==> config.mk <==
export PLATFORM = sky130hd
export DESIGN_NAME = scrolling_lane_allocator
export DESIGN_NICKNAME = d
export VERILOG_FILES = /design/src/hw/rtl/sla_pkg.sv /design/src/hw/rtl/sla_ram.sv /design/src/hw/rtl/sla_lane_check.sv /design/src/hw/rtl/scrolling_lane_allocator.sv
export SDC_FILE = /design/constraint.sdc
export NUM_CORES = 2
export LEC_CHECK = 0
export BUFFER_PORTS_ARGS = -buffer_cell sky130_fd_sc_hd__buf_4
export CAP_MARGIN = 40
export CELL_PAD_IN_SITES_DETAIL_PLACEMENT = 0
export CELL_PAD_IN_SITES_GLOBAL_PLACEMENT = 2
export CORE_AREA = 2 2 480 482
export CTS_CLUSTER_SIZE = 40
export DETAILED_ROUTE_END_ITERATION = 16
export DIE_AREA = 0 0 482 484
export PLACE_DENSITY = 0.83
export SLEW_MARGIN = 20
export SYNTH_ARGS = -nofsm -noshare
export SYNTH_HDL_FRONTEND = slang
export SYNTH_HIERARCHICAL = 1
export SYNTH_SLANG_ARGS = --single-unit
==> constraint.sdc <==
create_clock -name clk -period 11.2 [get_ports clk]
set_clock_uncertainty 0.1 [all_clocks]
set_input_delay 0.56 -clock clk [delete_from_list [all_inputs] [get_ports clk]]
set_output_delay 0.56 -clock clk [all_outputs]
set_load 0.01 [all_outputs]
==> src/hw/rtl/sla_pkg.sv <==
// Shared types and constants for the scrolling lane allocator.
package sla_pkg;

  localparam int TRAVEL_W   = 15;  // crossing time, ms
  localparam int LANES_W    = 5;   // lane count register
  localparam int LEN_W      = 16;  // item length, pixels
  localparam int TIME_W     = 40;  // presentation time, ms
  localparam int START_W    = 42;  // stored start time, signed
  localparam int LANE_OUT_W = 5;   // lane field of a result
  localparam int LANE_IDX_W = 6;   // lane tag inside the scan pipeline
  localparam int CFG_IDX_W  = 4;
  localparam int CFG_DATA_W = 15;

  // register map
  localparam logic [CFG_IDX_W-1:0] REG_TRAVEL_TIME  = 4'd0;
  localparam logic [CFG_IDX_W-1:0] REG_LANES_IN_USE = 4'd1;

  localparam logic signed [START_W-1:0] START_RESET  = -42'sd10000;
  localparam logic        [LEN_W-1:0]   LENGTH_RESET = 16'd1;

  // One lane record as held in lane memory.
  typedef struct packed {
    logic        [LEN_W-1:0]   len;
    logic signed [START_W-1:0] start;
  } lane_rec_t;

  // Lane read issued into the test pipeline.
  typedef struct packed {
    logic                  vld;
    logic [LANE_IDX_W-1:0] idx;
  } chk_req_t;

  // Verdict leaving the test pipeline.
  typedef struct packed {
    logic                  vld;
    logic                  hit;
    logic [LANE_IDX_W-1:0] idx;
  } chk_res_t;

endpackage

==> src/hw/rtl/sla_ram.sv <==
// Generic single-write, single-read RAM with registered read data.
module sla_ram #(
  parameter int WIDTH = 58,
  parameter int DEPTH = 30
) (
  input  logic                                    clk,
  input  logic                                    we,
  input  logic [((DEPTH > 1) ? $clog2(DEPTH) : 1)-1:0] waddr,
  input  logic [WIDTH-1:0]                        wdata,
  input  logic [((DEPTH > 1) ? $clog2(DEPTH) : 1)-1:0] raddr,
  output logic [WIDTH-1:0]                        rdata
);

  logic [WIDTH-1:0] mem_r [DEPTH];
  logic [WIDTH-1:0] rdata_r;

  always_ff @(posedge clk) begin
    if (we) begin
      mem_r[waddr] <= wdata;
    end
    rdata_r <= mem_r[raddr];
  end

  assign rdata = rdata_r;

endmodule

==> src/hw/rtl/sla_lane_check.sv <==
// Pipelined lane test: time difference, cross products, compare.
module sla_lane_check import sla_pkg::*; #(
  parameter int LINE_WIDTH = 1920
) (
  input  logic                clk,
  input  logic                rst_n,
  input  logic                flush,
  input  chk_req_t            req,
  input  logic                ent_valid,
  input  lane_rec_t           rec,
  input  logic [TIME_W-1:0]   now_ms,
  input  logic [LEN_W-1:0]    item_length,
  input  logic [TRAVEL_W-1:0] travel,
  output chk_res_t            res,
  output logic                busy
);

  localparam int SUM_W  = $clog2(LINE_WIDTH + 65536);
  localparam int PROD_W = TRAVEL_W + SUM_W;
  localparam int D_W    = START_W + 1;

  // stage A inputs
  logic signed [D_W-1:0] start_ext;
  logic signed [D_W-1:0] now_ext;
  logic signed [D_W-1:0] d;
  logic                  d_neg;
  logic                  d_ge;
  logic [LEN_W-1:0]      p;

  // stage A registers
  logic                  a_vld_r;
  logic [LANE_IDX_W-1:0] a_idx_r;
  logic                  a_neg_r;
  logic                  a_ge_r;
  logic [TRAVEL_W-1:0]   a_d_r;
  logic [LEN_W-1:0]      a_p_r;

  // stage B products
  logic [TRAVEL_W-1:0]   diff;
  logic [SUM_W-1:0]      sum_l;
  logic [SUM_W-1:0]      sum_p;

  logic                  b_vld_r;
  logic [LANE_IDX_W-1:0] b_idx_r;
  logic                  b_neg_r;
  logic                  b_ge_r;
  logic [PROD_W-1:0]     prod_a_r;
  logic [PROD_W-1:0]     rhs_a_r;
  logic [PROD_W-1:0]     prod_b_r;
  logic [PROD_W-1:0]     rhs_b_r;

  // d = now - start; never-written lanes read as their reset record
  always_comb begin
    start_ext = ent_valid ? D_W'(rec.start) : D_W'(START_RESET);
    now_ext   = signed'(D_W'(now_ms));
    d         = now_ext - start_ext;
    d_neg     = d[D_W-1];
    d_ge      = !d_neg && (d >= signed'(D_W'(travel)));
    p         = ent_valid ? rec.len : LENGTH_RESET;
  end

  // Only 0 <= d < T needs products; d narrows to the travel width there.
  always_comb begin
    diff  = travel - a_d_r;
    sum_l = SUM_W'(LINE_WIDTH) + SUM_W'(item_length);
    sum_p = SUM_W'(LINE_WIDTH) + SUM_W'(a_p_r);
  end

  always_ff @(posedge clk) begin
    if (!rst_n) begin
      a_vld_r <= 1'b0;
      b_vld_r <= 1'b0;
    end else begin
      a_vld_r <= req.vld && !flush;
      b_vld_r <= a_vld_r && !flush;
    end
  end

  always_ff @(posedge clk) begin
    a_idx_r  <= req.idx;
    a_neg_r  <= d_neg;
    a_ge_r   <= d_ge;
    a_d_r    <= d[TRAVEL_W-1:0];
    a_p_r    <= p;
    b_idx_r  <= a_idx_r;
    b_neg_r  <= a_neg_r;
    b_ge_r   <= a_ge_r;
    prod_a_r <= PROD_W'(diff) * PROD_W'(sum_l);
    rhs_a_r  <= PROD_W'(LINE_WIDTH) * PROD_W'(travel);
    prod_b_r <= PROD_W'(sum_p) * PROD_W'(a_d_r);
    rhs_b_r  <= PROD_W'(a_p_r) * PROD_W'(travel);
  end

  // free: previous item gone (d >= T), or both tests pass; negative d refuses
  always_comb begin
    res.vld = b_vld_r;
    res.idx = b_idx_r;
    res.hit = b_ge_r ||
              (!b_neg_r && !(prod_a_r > rhs_a_r) && !(prod_b_r < rhs_b_r));
  end

  assign busy = a_vld_r || b_vld_r;

endmodule

==> src/hw/rtl/scrolling_lane_allocator.sv <==
// One item in work at a time; the scan reads the lane memory at one lane per cycle, in
// lane order, feeding the lane test pipeline (time difference, cross products, compare).
// It stops at the first free lane, or refuses the item once min(lanes_in_use, MAX_LANES)
// lanes are tested. A new item is accepted only in idle, after the previous result has
// been loaded into the output register.
// Reset (synchronous, active low): registers to 10000 ms and 14 lanes; every lane
// reads as length 1, start -10000 until written. No clearing pass.
module scrolling_lane_allocator import sla_pkg::*; #(
  parameter int MAX_LANES  = 30,
  parameter int LINE_WIDTH = 1920
) (
  input  logic                  clk,
  input  logic                  rst_n,
  input  logic                  in_valid,
  output logic                  in_ready,
  input  logic [LEN_W-1:0]      in_item_length,
  input  logic [TIME_W-1:0]     in_now_ms,
  output logic                  out_valid,
  input  logic                  out_ready,
  output logic [LANE_OUT_W-1:0] out_lane,
  output logic                  out_found,
  input  logic                  cfg_we,
  input  logic [CFG_IDX_W-1:0]  cfg_index,
  input  logic [CFG_DATA_W-1:0] cfg_data
);

  localparam int ADDR_W = (MAX_LANES > 1) ? $clog2(MAX_LANES) : 1;
  localparam int CNT_W  = $clog2(MAX_LANES + 1);

  localparam logic [TRAVEL_W-1:0] TRAVEL_RESET = 15'd10000;
  localparam logic [TRAVEL_W-1:0] TRAVEL_MIN   = 15'd501;
  localparam logic [TRAVEL_W-1:0] TRAVEL_MAX   = 15'd29999;
  localparam logic [LANES_W-1:0]  LANES_RESET  = 5'd14;

  typedef enum logic [2:0] {
    ST_IDLE = 3'b001,
    ST_SCAN = 3'b010,
    ST_DONE = 3'b100
  } state_t;

  // configuration
  logic [TRAVEL_W-1:0]   travel_r;
  logic [LANES_W-1:0]    lanes_r;

  // control
  state_t                state_r;
  state_t                state_nxt;
  logic [CNT_W-1:0]      count_r;
  logic [CNT_W-1:0]      count_nxt;
  logic [CNT_W-1:0]      rd_idx_r;
  logic [LEN_W-1:0]      len_r;
  logic [TIME_W-1:0]     now_r;
  logic [MAX_LANES-1:0]  lane_vld_r;

  // first pipeline slot: memory read in flight
  logic                  s1_vld_r;
  logic [LANE_IDX_W-1:0] s1_idx_r;
  logic                  s1_ent_vld_r;

  logic [LANE_OUT_W-1:0] res_lane_r;
  logic                  res_found_r;
  logic                  out_valid_r;
  logic [LANE_OUT_W-1:0] out_lane_r;
  logic                  out_found_r;

  logic                  in_xfer;
  logic                  issue;
  logic                  hit;
  logic                  miss;
  logic                  out_load;
  logic [ADDR_W-1:0]     rd_addr;
  logic [ADDR_W-1:0]     wr_addr;
  lane_rec_t             wr_rec;
  logic [$bits(lane_rec_t)-1:0] ram_rdata;
  chk_req_t              chk_req;
  chk_res_t              chk_res;
  logic                  chk_busy;

  // ---------------------------------------------------------------------------
  // Configuration: out-of-range travel times and unknown indexes are dropped.
  // ---------------------------------------------------------------------------
  always_ff @(posedge clk) begin
    if (!rst_n) begin
      travel_r <= TRAVEL_RESET;
      lanes_r  <= LANES_RESET;
    end else if (cfg_we) begin
      if (cfg_index == REG_TRAVEL_TIME) begin
        if (cfg_data >= TRAVEL_MIN && cfg_data <= TRAVEL_MAX) begin
          travel_r <= cfg_data;
        end
      end else if (cfg_index == REG_LANES_IN_USE) begin
        lanes_r <= cfg_data[LANES_W-1:0];
      end
    end
  end

  // ---------------------------------------------------------------------------
  // Scan control. One lane read per cycle in lane order; the test pipeline
  // returns verdicts in the same order, so the first hit is the lowest free
  // lane. A hit writes the lane back and flushes the reads behind it.
  // ---------------------------------------------------------------------------
  assign in_ready = (state_r == ST_IDLE);
  assign in_xfer  = in_valid && in_ready;
  assign count_nxt = (32'(lanes_r) > MAX_LANES) ? CNT_W'(MAX_LANES) : CNT_W'(lanes_r);

  assign hit   = (state_r == ST_SCAN) && chk_res.vld && chk_res.hit;
  assign issue = (state_r == ST_SCAN) && (rd_idx_r < count_r) && !hit;
  assign miss  = (state_r == ST_SCAN) && !hit && (rd_idx_r == count_r) &&
                 !s1_vld_r && !chk_busy;
  assign out_load = (state_r == ST_DONE) && (!out_valid_r || out_ready);

  assign rd_addr = rd_idx_r[ADDR_W-1:0];
  assign wr_addr = chk_res.idx[ADDR_W-1:0];
  assign wr_rec.len   = len_r;
  assign wr_rec.start = signed'(START_W'(now_r));

  always_comb begin
    state_nxt = state_r;
    unique case (state_r)
      ST_IDLE: begin
        if (in_xfer) state_nxt = ST_SCAN;
      end
      ST_SCAN: begin
        if (hit || miss) state_nxt = ST_DONE;
      end
      ST_DONE: begin
        if (out_load) state_nxt = ST_IDLE;
      end
      default: state_nxt = ST_IDLE;
    endcase
  end

  always_ff @(posedge clk) begin
    if (!rst_n) begin
      state_r     <= ST_IDLE;
      s1_vld_r    <= 1'b0;
      lane_vld_r  <= '0;
      out_valid_r <= 1'b0;
      rd_idx_r    <= '0;
    end else begin
      state_r  <= state_nxt;
      s1_vld_r <= issue;
      if (in_xfer) begin
        rd_idx_r <= '0;
      end else if (issue) begin
        rd_idx_r <= rd_idx_r + 1'b1;
      end
      if (hit) begin
        lane_vld_r[wr_addr] <= 1'b1;
      end
      if (out_load) begin
        out_valid_r <= 1'b1;
      end else if (out_ready) begin
        out_valid_r <= 1'b0;
      end
    end
  end

  always_ff @(posedge clk) begin
    if (in_xfer) begin
      len_r   <= in_item_length;
      now_r   <= in_now_ms;
      count_r <= count_nxt;
    end
    s1_idx_r     <= LANE_IDX_W'(rd_idx_r);
    s1_ent_vld_r <= lane_vld_r[rd_addr];
    if (hit) begin
      res_lane_r  <= LANE_OUT_W'(chk_res.idx);
      res_found_r <= 1'b1;
    end else if (miss) begin
      res_lane_r  <= '0;
      res_found_r <= 1'b0;
    end
    if (out_load) begin
      out_lane_r  <= res_lane_r;
      out_found_r <= res_found_r;
    end
  end

  // ---------------------------------------------------------------------------
  // Lane memory and test pipeline
  // ---------------------------------------------------------------------------
  sla_ram #(
    .WIDTH ($bits(lane_rec_t)),
    .DEPTH (MAX_LANES)
  ) u_lane_mem (
    .clk   (clk),
    .we    (hit),
    .waddr (wr_addr),
    .wdata (wr_rec),
    .raddr (rd_addr),
    .rdata (ram_rdata)
  );

  assign chk_req.vld = s1_vld_r && !hit;
  assign chk_req.idx = s1_idx_r;

  sla_lane_check #(
    .LINE_WIDTH (LINE_WIDTH)
  ) u_check (
    .clk         (clk),
    .rst_n       (rst_n),
    .flush       (hit),
    .req         (chk_req),
    .ent_valid   (s1_ent_vld_r),
    .rec         (lane_rec_t'(ram_rdata)),
    .now_ms      (now_r),
    .item_length (len_r),
    .travel      (travel_r),
    .res         (chk_res),
    .busy        (chk_busy)
  );

  assign out_valid = out_valid_r;
  assign out_lane  = out_lane_r;
  assign out_found = out_found_r;

`ifndef NO_ASSERTIONS
  // a new item never meets leftovers of the previous scan
  a_clean_start: assert property (@(posedge clk) disable iff (!rst_n)
    in_xfer |-> !s1_vld_r && !chk_busy)
    else $error("item accepted with lane tests in flight");

  // a lane write targets a lane inside the scanned range
  a_write_range: assert property (@(posedge clk) disable iff (!rst_n)
    hit |-> (CNT_W'(chk_res.idx) < count_r))
    else $error("lane write outside scanned range");

  // a refused item reports lane zero
  a_miss_lane: assert property (@(posedge clk) disable iff (!rst_n)
    (out_valid_r && !out_found_r) |-> (out_lane_r == '0))
    else $error("nonzero lane without a found lane");

  // the read pointer never runs past the lane count
  a_rd_bound: assert property (@(posedge clk) disable iff (!rst_n)
    (state_r == ST_SCAN) |-> (rd_idx_r <= count_r))
    else $error("lane read pointer past lane count");
`endif

endmodule

* Word level (Yosys, flattened, before mapping)
Memories as Yosys holds them, arrays and structs flattened. A register that Yosys moved wholly into a read port is not among the register bits.
Cells that the tools add are included.
Widths: inputs -> output; s select.
** Cells by class
- $add $sub $neg :: 5
- Eq/ne operators :: 8
- Bitwise gates (word level) :: 3
- $mul :: 4
- Magnitude comparators :: 10
- Muxes and demuxes :: 15
- Reduce and logical (&&, ||, !) cells :: 37
** Operator list (count)
- $ge 43x16->1 :: 1
- $mux 43 :: 1
- $sub 41x43->43 :: 1
- $add 11x16->17 const A :: 2
- $gt 32x26->1 :: 1
- $lt 32x31->1 :: 1
- $mul 15x17->32 :: 1
- $mul 17x15->32 :: 1
- $mul 16x15->31 :: 1
- $or 30x30->30 :: 1
- $mul 4x15->19 const A :: 1
- $logic_and 1x1->1 :: 18
- $ge 15x9->1 const B :: 1
- $le 15x15->1 const B :: 1
- $sub 15x15->15 :: 1
- $lt 5x6->1 const B :: 2
- $mux 5 :: 2
- $mux 3 :: 3
- $pmux 3 s3 :: 1
- $reduce_and 3->1 :: 3
- $logic_not 1->1 :: 8
- $mux 1 :: 6
- $add 5x1->5 const B :: 1
- $bmux 1 s5 :: 1
- 16 further kinds :: 22
** Storage, ports and cells
- Bits of input ports :: 80
- Output and inout bits :: 8
- Memories kept :: 1
- Memory bits (writable) :: 1680
- Word-level logic and storage cells :: 114
- Flip-flop bits (word level) :: 358
** Memories
- u_lane_mem.mem_r :: words 30, width 56, read ports 1, clocked after Yosys merged registers in 1, write ports 1, RTL line sla_ram.sv:14 : logic [WIDTH-1:0] mem_r [DEPTH];

* Longest topological paths before layout
- Depth after elaboration :: 14
- Depth in mapped cells :: 39
- Mapped depth without buffers :: 37

* By module
The synthesis kept the hierarchy.
** Modules (own cells, without submodules)
- sla_ram :: instances 1, area each 67780.0 sq um, cells each 3263
- sla_lane_check :: instances 1, area each 33648.5 sq um, cells each 3773
- scrolling_lane_allocator :: instances 1, area each 5193.7 sq um, cells each 401

* Worst setup path after synthesis
No wires, ideal clock.
- Path type :: register to register
- Start point :: register travel_r[0]
- End point :: register u_check.prod_a_r[31]
- Data arrival time :: 8.445 ns
- Setup slack :: 2.583 ns
- Data required time :: 11.028 ns
- Path buffers :: 2
- Stages on the path, launching flop included :: 37
- Cell sequence :: dfxtp_1 clkbuf_1 inv_1 ha_1 fa_1 nor2b_1 o21ai_0 a21boi_1 o21ai_0 a21boi_1 o21ai_1 a21boi_1 o21ai_1 nor2b_1 xnor2_1 buf_2 nand2_1 fa_1 inv_1 fa_1 fa_1 fa_1 fa_1 inv_1 fa_1 inv_1 ha_1 a21o_1 a21oi_1 o21ai_0 a31o_2 a21oi_1 a31oi_1 a2111o_1 a21o_1 a21oi_1 xnor2_1
** On the way
- Word-level cells in the longest chain between the ends :: 2
** RTL lines
- start: declaration :: RTL line scrolling_lane_allocator.sv:42 : logic [TRAVEL_W-1:0] travel_r;
- start signal: assignment :: RTL line scrolling_lane_allocator.sv:89 : travel_r <= cfg_data;
- $sub 15x15->15 :: RTL line sla_lane_check.sv:64 : diff = travel - a_d_r;
- $mul 15x17->32 :: RTL line sla_lane_check.sv:88 : prod_a_r <= PROD_W'(diff) * PROD_W'(sum_l);
- end signal: assignment :: RTL line sla_lane_check.sv:88
- end: declaration :: RTL line sla_lane_check.sv:47 : logic [PROD_W-1:0] prod_a_r;
Every way passes these cells.
A chain may end at the register's enable or synchronous reset.

* Worst setup path after layout
- Start point :: register u_check.a_d_r[1]
- End point :: register u_check.prod_a_r[31]
** On the way
- Word-level cells in the longest chain between the ends :: 2
** RTL lines
- start: declaration :: RTL line sla_lane_check.sv:35 : logic [TRAVEL_W-1:0] a_d_r;
- start signal: assignment :: RTL line sla_lane_check.sv:83 : a_d_r <= d[TRAVEL_W-1:0];
- $sub 15x15->15 :: RTL line sla_lane_check.sv:64
- $mul 15x17->32 :: RTL line sla_lane_check.sv:88
Every way passes these cells.

==> summary.txt <==
cell area power density = 263 nW/um^2
Final min period = 9.27 ns
post-route setup TNS = 0 ns
final net count = 8917
Peak VDD IR = 942 uV
Fillers = 18700
Final Cell Area = 121000 um^2
M1 WL = 118000 um
Pins Over Slew Limit = 0
delay of the slowest cell on the worst path = 0.65 ns
Rows = 176
Post-DP HPWL = 187000 um
Worst Path Max Fanout = 14
RSZ-0062 raised after global routing = false
met3 wire length = 17700 um
Synth-to-Final Area Change = 13.3%
max layer used = met5
largest net degree at the start of global routing = 118
number of global-route vias before repair = 64900
Fin. Hold Viols = 0
# IOs = 88
Slew @ Worst Pin = 0.934 ns
critical path required time = 11.84 ns
Routed WL = 286000 um
met2 wire length = 141000 um
die height = 484 um
crit share post-route = 0.828
TritonCTS Sinks = 2098
Skew-Pair Late Insertion Delay = 0.90 ns
clock root cell = clkbuf_16
Initial Utilization = 0.466
chip width = 482 um
MaxCap Viol Count = 0
Post-Syn Area = 107000 um^2
DRC violations left = 0
Sequential Area = 60200 um^2
YS warnings = 6
GRT Util Overall = 0.247
GP Congestion = 0.873
buffer depth of the longest clock path = 3
CP Capture Type = flip-flop
most used cell, CP = fa_1
Critical Path Slowest Stage Cell = dfxtp_1
setup slack after layout = 1.93 ns
HP Class = in -> reg
Synth Instances = 7435
worst slack at placement = 1.95 ns
post-CTS sizing = 0
initial antenna violation count = 7
WL per Instance = 26.0 um
outcome = finished, final reports clean
H-Tree Depth = 4
CTS tree = yes
Leak Pwr = 44.5 nW
Via Count = 62600
Post-Syn Area per Cell = 14.3 um^2
remaining global-route overflow = 0
final count of negative-setup-slack endpoints = 0
first-pass GRT wire length = 427000 um
Multi-input gate area = 42600 um^2
placed cell areas = 112000 um^2
layout cells sized above 1 = 0.128
port bufs = 87
fmax = 0.108 GHz
DRT Pass-1 Iters = 6
crit path kind = reg -> reg
Rel. slew slack = 0.369
via-per-instance ratio = 5.68
TritonCTS Buffers = 212
DRT iter0 DRCs = 5494
Reg clk slew, reported paths = 0.07 ns
Power Total = 0.0317 W
post-layout util = 0.528
remaining antenna violation count = 0
DIE AREA = 233000 um^2
core area = 229000 um^2
Worst setup SP type = flip-flop
Critical Path AT = 9.91 ns
## worst paths after layout
| path | start | endpoint | slack [ns] | depth (start not counted) |
|---|---|---|---|---|
| worst max-delay path | u_check/a_d_r[1] | u_check/prod_a_r[31] | 1.93 | 34 |
| worst max register to register | u_check/a_d_r[1] | u_check/prod_a_r[31] | 1.93 | 34 |
| worst min-delay path | in_valid | state_r[0] | 0.08 | 4 |
| worst min register to register | s1_idx_r[1] | u_check/a_idx_r[1] | 0.23 | 0 |
## sequential cells by signal, indices dropped and copies added, names as in the netlist, 15 cells and up
name              count
u_check/rhs_a_r      19
u_check/prod_a_r     32
u_check/a_p_r        16
lane_vld_r           30
u_check/prod_b_r     32
u_check/a_d_r        15
u_lane_mem/rdata     58
u_lane_mem/mem_r   1740
travel_r             15
now_r                40
len_r                16
u_check/rhs_b_r      31
## critical path: cells and delay by family, from the launching register on
kind | cells | cell delay (ns)
buffers and inverters | 5 | 0.62
AOI/OAI and AO/OA | 17 | 3.72
xor gates and xnor gates | 2 | 0.33
and+or+nand+nor | 2 | 0.23
DFF | 1 | 0.65
adders and majority gates | 8 | 3.57
## cells in the final DEF, fill, tap and decap left out, types with 107 or more instances in the layout
cell type,n
edfxtp_1,1812
inv_1,682
fa_1,595
nand2_1,571
mux2i_1,448
ha_1,435
buf_4,292
dfxtp_1,278
and2_1,272
nor2_1,239
mux4_2,218
clkbuf_16,214
a22oi_1,184
a21oi_1,155
xnor2_1,113
o21ai_0,107
## metrics by stage
| step | cells | hold WS, ns |
|---|---|---|
| floorplan | 7494 | 0.210 |
| global placement | 10500 | 0.210 |
| detailed placement | 10500 | 0.212 |
| CTS | 11000 | 0.0222 |
| global route | 11000 | 0.0530 |
| finish | 11000 | 0.0813 |
## power breakdown
part,switching (W),internal (W)
clock,0.00309,0.00427
sequential,0.000102,0.00897
combinational,0.00870,0.00660
total,0.0119,0.0198
## per-layer routing
metal | global-route usage | vias up
li1 | - | 27500
met1 | 0.334 | 32500
met2 | 0.415 | 2158
met3 | 0.0333 | 434
met4 | 0.0762 | 2
met5 | 0 | -
## final cells by class
class | instances | area share
clock buffer | 287 | 0.0488
antenna | 3 | 0.0000621
timing repair buffer | 433 | 0.0350
inverter | 686 | 0.0213
sequential | 2098 | 0.498
tap | 3026 | 0.0313
clock inverter | 115 | 0.0126
multi-input combinational | 4376 | 0.353
## repair_timing
item	in CTS	in global routing
endpoints found under the hold margin	78	0
setup buffers	0	0
hold buffers	72	0
setup endpoints to repair	0	0
Note: power is estimated with default switching activity, not from simulation.
